File: src/rtl/core/omv_pkg.sv
package omv_pkg;

   // parse phases of one message
   typedef enum logic [2:0] {
      PH_PATH_FIRST,
      PH_PATH,
      PH_PATH_PAD,
      PH_FMT_FIRST,
      PH_FMT,
      PH_STRING,
      PH_COUNT,
      PH_BLOB_HEAD
   } phase_type;

   // argument classes that occupy bytes; T F N I take none and are never stored
   typedef enum logic [1:0] {
      CL_FOUR,
      CL_EIGHT,
      CL_STR,
      CL_BLOB
   } class_type;

   typedef struct packed {
      logic      known;
      logic      sized;
      class_type cls;
   } tag_info_type;

   localparam logic [7:0] CHAR_NUL   = 8'h00;
   localparam logic [7:0] CHAR_SLASH = 8'h2F;
   localparam logic [7:0] CHAR_COMMA = 8'h2C;
   localparam logic [7:0] CHAR_HASH  = 8'h23;
   localparam logic [7:0] PRINT_LOW  = 8'h21;
   localparam logic [7:0] PRINT_HIGH = 8'h7E;

   localparam logic [7:0] TAG_INT32   = 8'h69; // i
   localparam logic [7:0] TAG_FLOAT   = 8'h66; // f
   localparam logic [7:0] TAG_MIDI    = 8'h6D; // m
   localparam logic [7:0] TAG_CHAR    = 8'h63; // c
   localparam logic [7:0] TAG_INT64   = 8'h68; // h
   localparam logic [7:0] TAG_DOUBLE  = 8'h64; // d
   localparam logic [7:0] TAG_TIME    = 8'h74; // t
   localparam logic [7:0] TAG_STRING  = 8'h73; // s
   localparam logic [7:0] TAG_SYMBOL  = 8'h53; // S
   localparam logic [7:0] TAG_BLOB    = 8'h62; // b
   localparam logic [7:0] TAG_TRUE    = 8'h54; // T
   localparam logic [7:0] TAG_FALSE   = 8'h46; // F
   localparam logic [7:0] TAG_NIL     = 8'h4E; // N
   localparam logic [7:0] TAG_IMPULSE = 8'h49; // I

   function automatic tag_info_type tag_info(input logic [7:0] c);
      tag_info_type r;
      r = '{known: 1'b0, sized: 1'b0, cls: CL_FOUR};
      case (c) inside
         TAG_INT32, TAG_FLOAT, TAG_MIDI, TAG_CHAR: begin
            r = '{known: 1'b1, sized: 1'b1, cls: CL_FOUR};
         end
         TAG_INT64, TAG_DOUBLE, TAG_TIME: begin
            r = '{known: 1'b1, sized: 1'b1, cls: CL_EIGHT};
         end
         TAG_STRING, TAG_SYMBOL: begin
            r = '{known: 1'b1, sized: 1'b1, cls: CL_STR};
         end
         TAG_BLOB: begin
            r = '{known: 1'b1, sized: 1'b1, cls: CL_BLOB};
         end
         TAG_TRUE, TAG_FALSE, TAG_NIL, TAG_IMPULSE: begin
            r = '{known: 1'b1, sized: 1'b0, cls: CL_FOUR};
         end
         default: begin
            r = '{known: 1'b0, sized: 1'b0, cls: CL_FOUR};
         end
      endcase
      return r;
   endfunction

endpackage

File: src/rtl/core/omv_ram.sv
module omv_ram #(
   parameter int WIDTH = 2,
   parameter int DEPTH = 32,
   localparam int ADDR_W = (DEPTH > 1) ? $clog2(DEPTH) : 1
) (
   input  logic                     clock,
   input  logic                     wr_en,
   input  logic [ADDR_W-1:0]        wr_addr,
   input  logic [WIDTH-1:0]         wr_data,
   input  logic [ADDR_W-1:0]        rd_addr,
   output logic [WIDTH-1:0]         rd_data_ff
);

   logic [WIDTH-1:0] mem_ff [DEPTH];

   always_ff @(posedge clock) begin
      if (wr_en) begin
         mem_ff[wr_addr] <= wr_data;
      end
      rd_data_ff <= mem_ff[rd_addr];
   end

endmodule

File: src/rtl/core/omv_parser.sv
module omv_parser #(
   parameter int MAX_TYPES = 32
) (
   input  logic       clock,
   input  logic       reset,
   input  logic       step,
   input  logic [7:0] data_byte,
   input  logic       end_of_message,
   output logic       message_ok
);

   localparam int CNT_W  = $clog2(MAX_TYPES + 1);
   localparam int ADDR_W = (MAX_TYPES > 1) ? $clog2(MAX_TYPES) : 1;

   omv_pkg::phase_type phase_ff, phase_in;
   logic [1:0]         align_ff, align_in;
   logic [CNT_W-1:0]   tag_count_ff, tag_count_in;
   logic [CNT_W-1:0]   sized_count_ff, sized_count_in;
   logic [CNT_W-1:0]   tag_index_ff, tag_index_in;
   logic [31:0]        bytes_left_ff, bytes_left_in;
   logic [31:0]        blob_shift_ff, blob_shift_in;
   logic               error_ff, error_in;
   omv_pkg::class_type first_class_ff, first_class_in;

   logic                  wr_en;
   logic [ADDR_W-1:0]     wr_addr;
   logic [1:0]            wr_data;
   logic [1:0]            rd_data;
   logic                  do_next;
   logic [1:0]            pad;
   omv_pkg::tag_info_type info;
   omv_pkg::class_type    next_class;

   // compacted list of the tags that occupy argument bytes
   omv_ram #(
      .WIDTH (2),
      .DEPTH (MAX_TYPES)
   ) u_tags (
      .clock      (clock),
      .wr_en      (wr_en),
      .wr_addr    (wr_addr),
      .wr_data    (wr_data),
      .rd_addr    (tag_index_in[ADDR_W-1:0]),
      .rd_data_ff (rd_data)
   );

   always_ff @(posedge clock) begin
      if (reset) begin
         phase_ff       <= omv_pkg::PH_PATH_FIRST;
         align_ff       <= '0;
         tag_count_ff   <= '0;
         sized_count_ff <= '0;
         tag_index_ff   <= '0;
         bytes_left_ff  <= '0;
         blob_shift_ff  <= '0;
         error_ff       <= 1'b0;
      end else begin
         phase_ff       <= phase_in;
         align_ff       <= align_in;
         tag_count_ff   <= tag_count_in;
         sized_count_ff <= sized_count_in;
         tag_index_ff   <= tag_index_in;
         bytes_left_ff  <= bytes_left_in;
         blob_shift_ff  <= blob_shift_in;
         error_ff       <= error_in;
      end
      first_class_ff <= first_class_in;
   end

   always_comb begin
      phase_in       = phase_ff;
      align_in       = align_ff;
      tag_count_in   = tag_count_ff;
      sized_count_in = sized_count_ff;
      tag_index_in   = tag_index_ff;
      bytes_left_in  = bytes_left_ff;
      blob_shift_in  = blob_shift_ff;
      error_in       = error_ff;
      first_class_in = first_class_ff;
      wr_en          = 1'b0;
      wr_addr        = sized_count_ff[ADDR_W-1:0];
      wr_data        = '0;
      do_next        = 1'b0;
      info           = omv_pkg::tag_info(data_byte);
      // the ram read lags one item, so the first entry comes from a register
      next_class     = (tag_index_ff == '0) ? first_class_ff : omv_pkg::class_type'(rd_data);
      message_ok     = 1'b0;
      pad            = 2'd0 - (align_ff + 2'd1);

      if (step) begin
         align_in = align_ff + 2'd1;
         if (!error_ff) begin
            unique case (phase_ff)
               omv_pkg::PH_PATH_FIRST: begin
                  if (data_byte != omv_pkg::CHAR_SLASH) begin
                     error_in = 1'b1;
                  end else begin
                     phase_in = omv_pkg::PH_PATH;
                  end
               end
               omv_pkg::PH_PATH: begin
                  if (data_byte == omv_pkg::CHAR_NUL) begin
                     phase_in = (align_in == 2'd0) ? omv_pkg::PH_FMT_FIRST
                                                   : omv_pkg::PH_PATH_PAD;
                  end else if (data_byte < omv_pkg::PRINT_LOW ||
                               data_byte > omv_pkg::PRINT_HIGH ||
                               data_byte == omv_pkg::CHAR_HASH) begin
                     error_in = 1'b1;
                  end
               end
               omv_pkg::PH_PATH_PAD: begin
                  if (align_in == 2'd0) begin
                     phase_in = omv_pkg::PH_FMT_FIRST;
                  end
               end
               omv_pkg::PH_FMT_FIRST: begin
                  if (data_byte != omv_pkg::CHAR_COMMA) begin
                     error_in = 1'b1;
                  end else begin
                     phase_in       = omv_pkg::PH_FMT;
                     tag_count_in   = '0;
                     sized_count_in = '0;
                  end
               end
               omv_pkg::PH_FMT: begin
                  if (data_byte == omv_pkg::CHAR_NUL) begin
                     tag_index_in  = '0;
                     phase_in      = omv_pkg::PH_COUNT;
                     bytes_left_in = {30'd0, pad};
                     do_next       = (pad == 2'd0);
                  end else if (!info.known || tag_count_ff >= CNT_W'(MAX_TYPES)) begin
                     error_in = 1'b1;
                  end else begin
                     tag_count_in = tag_count_ff + 1'b1;
                     if (info.sized) begin
                        wr_en          = 1'b1;
                        wr_data        = info.cls;
                        sized_count_in = sized_count_ff + 1'b1;
                        if (sized_count_ff == '0) begin
                           first_class_in = info.cls;
                        end
                     end
                  end
               end
               omv_pkg::PH_STRING: begin
                  if (data_byte == omv_pkg::CHAR_NUL) begin
                     phase_in      = omv_pkg::PH_COUNT;
                     bytes_left_in = {30'd0, pad};
                     do_next       = (pad == 2'd0);
                  end
               end
               omv_pkg::PH_BLOB_HEAD: begin
                  blob_shift_in = {blob_shift_ff[23:0], data_byte};
                  if (align_in == 2'd0) begin
                     if (blob_shift_in[31]) begin
                        error_in = 1'b1;
                     end else begin
                        bytes_left_in = (blob_shift_in + 32'd3) & ~32'd3;
                        phase_in      = omv_pkg::PH_COUNT;
                        do_next       = (bytes_left_in == '0);
                     end
                  end
               end
               omv_pkg::PH_COUNT: begin
                  if (bytes_left_ff == '0) begin
                     error_in = 1'b1;
                  end else begin
                     bytes_left_in = bytes_left_ff - 32'd1;
                     do_next       = (bytes_left_in == '0);
                  end
               end
               default: begin
                  error_in = 1'b1;
               end
            endcase

            // start the next argument that occupies bytes, or finish
            if (do_next) begin
               if (tag_index_in < sized_count_in) begin
                  tag_index_in = tag_index_in + 1'b1;
                  unique case (next_class)
                     omv_pkg::CL_FOUR: begin
                        phase_in      = omv_pkg::PH_COUNT;
                        bytes_left_in = 32'd4;
                     end
                     omv_pkg::CL_EIGHT: begin
                        phase_in      = omv_pkg::PH_COUNT;
                        bytes_left_in = 32'd8;
                     end
                     omv_pkg::CL_STR: begin
                        phase_in = omv_pkg::PH_STRING;
                     end
                     omv_pkg::CL_BLOB: begin
                        phase_in      = omv_pkg::PH_BLOB_HEAD;
                        blob_shift_in = '0;
                     end
                     default: begin
                        phase_in = omv_pkg::PH_STRING;
                     end
                  endcase
               end else begin
                  phase_in      = omv_pkg::PH_COUNT;
                  bytes_left_in = '0;
               end
            end
         end

         message_ok = !error_in && phase_in == omv_pkg::PH_COUNT && bytes_left_in == '0;

         if (end_of_message) begin
            phase_in       = omv_pkg::PH_PATH_FIRST;
            align_in       = '0;
            tag_count_in   = '0;
            sized_count_in = '0;
            tag_index_in   = '0;
            bytes_left_in  = '0;
            blob_shift_in  = '0;
            error_in       = 1'b0;
         end
      end
   end

endmodule

File: src/rtl/core/osc_message_validator_unit.sv
// Checks an OSC message that arrives one byte per item, with req_tlast on the final byte,
// and answers with one item per message: rsp_tdata[0] is 1 when the path, the type tag
// string and the argument sizes are well formed and the message ends on the last argument
// byte. One byte is taken every clock, but a last byte waits in the input register while a
// result is stalled in the result register; its result is registered there. Each byte passes an
// input register and the parse logic; the tags that occupy bytes are kept in a MAX_TYPES-entry
// tag ram, read one entry ahead of the argument that uses it.
module osc_message_validator_unit #(
   parameter int MAX_TYPES = 32
) (
   input  logic       clock,
   input  logic       reset,
   input  logic       req_tvalid,
   output logic       req_tready,
   input  logic [7:0] req_tdata,  // [7:0] data_byte
   input  logic       req_tlast,  // end_of_message
   output logic       rsp_tvalid,
   input  logic       rsp_tready,
   output logic [7:0] rsp_tdata   // [0] message_valid, [7:1] zero
);

   logic       in_valid_ff;
   logic [7:0] in_byte_ff;
   logic       in_last_ff;
   logic       rsp_valid_ff;
   logic       rsp_ok_ff;
   logic       out_free;
   logic       step;
   logic       message_ok;

   assign out_free   = !rsp_valid_ff || rsp_tready;
   assign step       = in_valid_ff && (!in_last_ff || out_free);
   assign req_tready = !in_valid_ff || step;
   assign rsp_tvalid = rsp_valid_ff;
   assign rsp_tdata  = {7'd0, rsp_ok_ff};

   omv_parser #(
      .MAX_TYPES (MAX_TYPES)
   ) u_parser (
      .clock          (clock),
      .reset          (reset),
      .step           (step),
      .data_byte      (in_byte_ff),
      .end_of_message (in_last_ff),
      .message_ok     (message_ok)
   );

   always_ff @(posedge clock) begin
      if (reset) begin
         in_valid_ff  <= 1'b0;
         rsp_valid_ff <= 1'b0;
      end else begin
         if (req_tvalid && req_tready) begin
            in_valid_ff <= 1'b1;
         end else if (step) begin
            in_valid_ff <= 1'b0;
         end
         if (step && in_last_ff) begin
            rsp_valid_ff <= 1'b1;
         end else if (rsp_tready) begin
            rsp_valid_ff <= 1'b0;
         end
      end
      if (req_tvalid && req_tready) begin
         in_byte_ff <= req_tdata;
         in_last_ff <= req_tlast;
      end
      if (step && in_last_ff) begin
         rsp_ok_ff <= message_ok;
      end
   end

endmodule

File: config.mk
export PLATFORM = sky130hd
export DESIGN_NAME = osc_message_validator_unit
export DESIGN_NICKNAME = d
export VERILOG_FILES = /design/src/rtl/core/omv_pkg.sv /design/src/rtl/core/omv_ram.sv /design/src/rtl/core/omv_parser.sv /design/src/rtl/core/osc_message_validator_unit.sv
export SDC_FILE = /design/constraint.sdc
export NUM_CORES = 1
export LEC_CHECK = 0
export BUFFER_PORTS_ARGS = -buffer_cell sky130_fd_sc_hd__buf_4
export CORE_MARGIN = 5
export CORE_UTILIZATION = 40
export DETAILED_ROUTE_END_ITERATION = 6
export PLACE_DENSITY_LB_ADDON = 0.15
export REMOVE_ABC_BUFFERS = 1
export SETUP_SLACK_MARGIN = 0.1
export SLEW_MARGIN = 20
export SYNTH_ARGS = -nofsm -noshare
export SYNTH_HDL_FRONTEND = slang
export SYNTH_SLANG_ARGS = --single-unit
File: constraint.sdc
create_clock -name clock -period 6.7 [get_ports clock]
set_input_delay 0.335 -clock clock [delete_from_list [all_inputs] [get_ports clock]]
set_output_delay 0.335 -clock clock [all_outputs]
set_load 0.005 [all_outputs]
==> run summary, run 1 <==
Status = finished, final reports clean
Row Count = 58
Fmax = 169 MHz
CP startpoint = in_byte_ff[3]
Grt total ovfl = 0
R2r worst-path depth = 24
Startpoint Class = flop
Initial DRC Count = 1031
Clock transition at path regs = 0.08 ns
Max-slew headroom = 0.371
Synth top cells by count = nor2_1, nand2_1, dfxtp_1, edfxtp_1, o21ai_0
Util after Layout = 0.442
ANT cells = 0
Max IR drop VDD = 0.139 mV
Slew Limit Fails = 0
Layout Nets = 1188
Most numerous cell in the Yosys netlist = nor2_1
Top FF cell, synth = dfxtp_1
First-pass GRT wire length = 49.1 mm
Setup-failing EPs final = 0
Initial antenna violation count = 0
Met3 routed WL = 1.82 mm
I/O pins = 23
Seq cells post-synth = 160
Largest net degree at the start of global routing = 80
Hold_sp = req_tdata[5]
Crit path arrival time = 6.21 ns
Setup tns final = 0 ns
GPL Wtd Cong = 0.917
Synth top area cells = edfxtp_1, dfxtp_1, nor2_1
Post-synthesis sequential area ratio = 0.387
Height of the die = 170 um
Yosys Warn Count = 0
PwrDens = 194 mW/mm^2
Core Region = 0.0252 mm^2
H-tree depth = 4
Synthesized cell area = 0.0102 mm^2
Worst-path maximum fanout = 17
Worst EP required = 7.01 ns
Hold Slack = 0.0654 ns
Cell taking the most area after synthesis = edfxtp_1
M1 wire length = 14.2 mm
Clk buf depth = 2
Detailed Place HPWL = 21.4 mm
Post-synth top area share = 0.223
CTS Root Cell = clkbuf_16
Hold Path Depth = 1
Area delta synth->final = 8.74%
Detailed-route via count = 9170
Final total power = 2.15 mW
Critical R2R Capture = u_parser.u_tags.rd_data_ff[1]
Post-CTS Repair Setup Buffers = 0
Port Buffers = 15
Clk_skew = 0.0177 ns
CTS resizes = 0
Post-DR wirelength/cell = 20.4 um
DIE AREA = 0.0289 mm^2
Synth Instances = 1196
Initial DRT Pass Iterations = 5
Total CTS buffers = 17
Cell leakage power = 3.67 nW
Vias in the first global route = 8489
Drt drc = 0
Layout cell share with drive strength beyond 1 = 0.108
Die W = 170 um
CTS tree = done
Worst flop-to-flop path startpoint = in_byte_ff[3]
Period utilization = 0.881
WS Path Type = reg2reg
DRT antenna net count = 0
RSZ-0062 raised after global routing = no
DRT Wirelength = 30.7 mm
Syn_area_per_cell = 8.56 um^2
Met2 wire length = 14.2 mm
Top routing layer in use = met4
Global-route usage over all layers = 0.211
Via/cell ratio = 6.11
R2R Setup Slk = 0.80 ns
CP Capture Type = flop
Fin. Hold Viols = 0
Tmin final = 5.90 ns
Clk Latency, worst-skew pair = 0.45 ns
Synth unique cells = 90
Critical Path End = u_parser.u_tags.rd_data_ff[1]
Starting Density = 0.407
Post-CTS Hold Fix Bufs = 0
Post-synth EDFFs = 76
Clk sink count = 160
Worst-Margin Slew = 0.944 ns
Ys async rst share = 0
Max-cap violations = 0
Hold Crit Class = in2reg
-- layout by cell type (no fill, tap or decap), types with 7 or more instances in the layout --
master / count
a21o_1: 8
a21oi_1: 58
a22o_1: 8
a22oi_1: 55
a31oi_1: 13
and2_1: 12
and3_1: 10
buf_4: 36
clkbuf_16: 17
clkinv_8: 8
conb_1: 7
dfxtp_1: 84
edfxtp_1: 76
ha_1: 16
inv_1: 24
mux2i_1: 18
mux4_2: 9
nand2_1: 87
nand2b_1: 10
nand3_1: 23
nand4_1: 22
nand4b_1: 7
nor2_1: 192
nor2b_1: 12
nor3_1: 44
nor3b_1: 7
nor4_1: 26
o211ai_1: 7
o21ai_0: 63
o31ai_1: 14
or2_2: 9
or3_1: 9
or4_1: 11
xnor2_1: 28
xor2_1: 16
-- flip-flops by register name, summed over array words and instances, names as in the netlist, 2 cells and up --
signal                      flops
u_parser.u_tags.mem_ff         64
u_parser.bytes_left_ff         32
u_parser.blob_shift_ff         24
in_byte_ff                      8
u_parser.sized_count_ff         6
u_parser.tag_count_ff           6
u_parser.tag_index_ff           6
u_parser.phase_ff               3
u_parser.align_ff               2
u_parser.first_class_ff         2
u_parser.u_tags.rd_data_ff      2
-- layout make-up --
| type | count | area [um^2] |
|---|---|---|
| timing repair buffer | 36 | 270 |
| multi-input combinational | 919 | 5750 |
| sequential | 160 | 3960 |
| inverter | 25 | 93.8 |
| clock buffer | 17 | 425 |
| tap | 330 | 413 |
| clock inverter | 15 | 216 |
| fill | 2443 | 14000 |
-- per-stage QoR --
stage	std cells	worst slack [ns]	instance area, um^2
after detailed placement	1470	0.841	10500
after CTS	1502	0.813	11100
after global placement	1470	0.953	10500
after floorplan	1104	1.10	9800
final	1502	0.796	11100
after global routing	1502	0.206	11100
-- metal layers --
metal,track usage,up-vias
li1,-,4336
met1,0.313,4452
met2,0.330,348
met3,0.0314,34
met4,0.0448,0
met5,0,-
-- report_power, final --
group          total, mW  internal, mW  leakage (nW)  switching (mW)
logic             0.0741        0.0229          2.14          0.0512
clock network       1.05         0.521         0.306           0.527
registers           1.03          1.02          1.23          0.0136
total               2.15          1.56          3.67           0.592
-- worst max-delay path: stages, from the launching register on --
cell and delay (ns):
edfxtp_1 0.63, nand2b_1 0.29, o22a_1 0.23, a211oi_1 0.27
nor2_1 0.11, nor2_1 0.25, nand4_1 0.22, nor2b_1 0.19
o21ai_0 0.17, o31a_1 0.21, ha_1 0.26, a21o_1 0.17
a21o_1 0.17, a21oi_1 0.19, o21a_1 0.17, inv_1 0.04
a32o_1 0.25, a41o_1 0.21, a21oi_2 0.49, buf_4 0.31
mux4_2 0.51, mux2i_1 0.16, nand2_1 0.07, o211ai_1 0.12
o21ai_1 0.08
-- worst min path at each step --
stage	end	slack, ns
4_1_cts	in_byte_ff[5]	0.05
5_1_grt	in_byte_ff[5]	0.05
3_3_place_gp	u_parser.align_ff[1]	0.47
6_report	in_byte_ff[5]	0.07
3_5_place_dp	u_parser.align_ff[1]	0.48
2_1_floorplan	in_valid_ff	0.40
-- kinds of logic after synthesis --
family | count (synthesis) | share of synthesized area
muxes | 33 | 0.0440
xor gates and xnor gates | 44 | 0.0376
other | 1 | 0.000366
AOI/OAI and AO/OA | 298 | 0.197
DFF | 160 | 0.387
buffers and inverters | 123 | 0.0546
adders and majority gates | 16 | 0.0195
and+or+nand+nor | 521 | 0.260
Note: power is estimated with default switching activity, not from simulation.
==> run 2, diff against run 1 <==
- PLACE_DENSITY: unset -> 0.67
- PLACE_DENSITY_LB_ADDON: 0.15 -> unset
- clock period: 6.7 -> 5.6 ns (I/O delays scaled with it)
==> run 2 against run 1 <==
Sequential power up 19%. Global-route usage shrank 1.5 points. Setup slack got worse by 0.39 ns. Largest power group is now registers. Clock power rose by 13%. Die area unchanged.
==> run summary, run 2 (synthesis gave the netlist of run 1 again) <==
DRT antenna net count = 0
Number of cells on the critical path = 20
Max-slew headroom = 0.297
Setup WS post-layout = 0.402 ns
Core Region = 0.0252 mm^2
Post-DR wirelength/cell = 19.1 um
CP peak stage delay = 0.62 ns
Worst slack at placement = 0.296 ns
Util after Layout = 0.450
Initial antenna violation count = 0
Period utilization = 0.928
Total CTS buffers = 17
RSZ-0062 raised after global routing = no
Via/cell ratio = 6.13
Cell mode on critical path = a21o_1
Worst-path maximum fanout = 11
Tmin final = 5.20 ns
Fmax = 192 MHz
Worst-Margin Slew = 1.05 ns
Crit path arrival time = 5.51 ns
R2r worst-path depth = 20
Hold Path Depth = 1
Slew Limit Fails = 0
GPL Wtd Cong = 0.933
Commonest non-fill, non-tap cell in the layout = nor2_1
Hold Slack = 0.0183 ns
Starting Density = 0.407
Status = finished, final reports clean
ANT cells = 0
Layout cell share with drive strength beyond 1 = 0.126
Worst EP required = 5.91 ns
Crit path cell chain = or4b_1 > nor4_1 > nand2b_1 > and2_1 > o21ai_0 > o31a_1 > ha_1 > a21o_1 > a21o_1 > a21oi_1 > o21a_1 > inv_1 > a32o_1 > a41o_1 > a21oi_4 > buf_12 > mux4_2 > mux2_2 > o211ai_1 > o21ai_1
Initial DRT Pass Iterations = 6
Max FFs per register = 64
Largest net degree at the start of global routing = 80
Detailed-route via count = 9335
Final total power = 2.53 mW
Port Buffers = 15
Max IR drop VDD = 0.197 mV
Area delta synth->final = 10.7%
Max-cap violations = 0
Layout Nets = 1208
Non-filler instance count after layout = 1522
Design area = 0.0113 mm^2
Global-route usage over all layers = 0.196
H-tree depth = 4
First-pass GRT wire length = 46.0 mm
Startpoint Class = flop
R2R Setup Slk = 0.40 ns
Top Registers = u_parser.u_tags.mem_ff: 64 flops, u_parser.bytes_left_ff: 32 flops, u_parser.blob_shift_ff: 24 flops
CTS Root Cell = clkbuf_16
Fin. Hold Viols = 0
Setup-failing EPs final = 0
I/O pins = 23
Drt drc = 0
Bufs and invs on worst path = 2
Row Count = 58
Most frequent cells in the layout = nor2_1, nand2_1, dfxtp_1
Die W = 170 um
Clk sink count = 160
CP Capture Type = flop
Clock transition at path regs = 0.07 ns
Hold Crit Class = in2reg
Detailed Place HPWL = 20.2 mm
Setup tns final = 0 ns
Height of the die = 170 um
WS Path Type = reg2reg
Vias in the first global route = 8375
Worst path slowest cell = or4b_1
Most flops, register = u_parser.u_tags.mem_ff
Clk_skew = 0.0117 ns
Dpl cells = 1476
Crit path max-delay family = compound AO/OA/AOI/OAI gates
Post-place instance area = 0.0106 mm^2
Clk buf depth = 2
PwrDens = 223 mW/mm^2
CTS tree = done
Grt total ovfl = 0
DRT Wirelength = 29.0 mm
Initial DRC Count = 970
Cell leakage power = 3.79 nW
Clk Latency, worst-skew pair = 0.44 ns
DIE AREA = 0.0289 mm^2
==> run 2: cell count changes in the layout (fill, tap and decap cells not counted), sizes merged <==
cell | before | now
clkbuf | 17 | 18
clkinv | 8 | 6
buf | 36 | 54
clkinvlp | 0 | 2
dlygate4sd3 | 0 | 1
==> run 2: area by class of cell <==
cell class              instances  area, um^2
repair buffers                 56         469
fillers                      2391       13800
multi-input cells             919        5790
inverters                      25        93.8
well taps                     330         413
clock inverters                15         181
flip-flops and latches        160        3960
clock buffers                  17         425
==> run 2: final timing paths <==
check,start,to
max,in_byte_ff[4],u_parser.u_tags.rd_data_ff[1]
min,req_tdata[3],in_byte_ff[3]
max reg2reg,in_byte_ff[4],u_parser.u_tags.rd_data_ff[1]
min reg2reg,u_parser.align_ff[1],u_parser.align_ff[1]
==> run 2: timing repair <==
action | in CTS | in global routing
hold buffers | 0 | 1
hold endpoints to repair | 0 | 1
buffers inserted | 0 | 12
setup endpoints to repair | 0 | 2
gates resized for setup | 0 | 7
==> run 2: worst reg2reg max path: cells and delay by family, from the launching register on <==
kind	cells	cell delay [ns]
buf+inv	2	0.21
fa+ha+maj	1	0.25
mux	2	0.79
simple gates	4	1.34
flops	1	0.54
compound gates	11	1.93
==> run 2: metal layers <==
metal | global-route usage | wire [um] | vias up
met5 | 0 | 0 | -
met4 | 0.0552 | 590 | 0
met3 | 0.0381 | 2360 | 53
met2 | 0.296 | 13000 | 426
met1 | 0.288 | 13100 | 4477
li1 | - | - | 4379
==> run 2: where the power goes <==
group          total [mW]  switching, mW  internal, mW  leakage (nW)
Combinational       0.107         0.0699        0.0367          2.27
Clock                1.19          0.583         0.607         0.289
Sequential           1.23        0.00982          1.22          1.23
Total                2.53          0.663          1.86          3.79
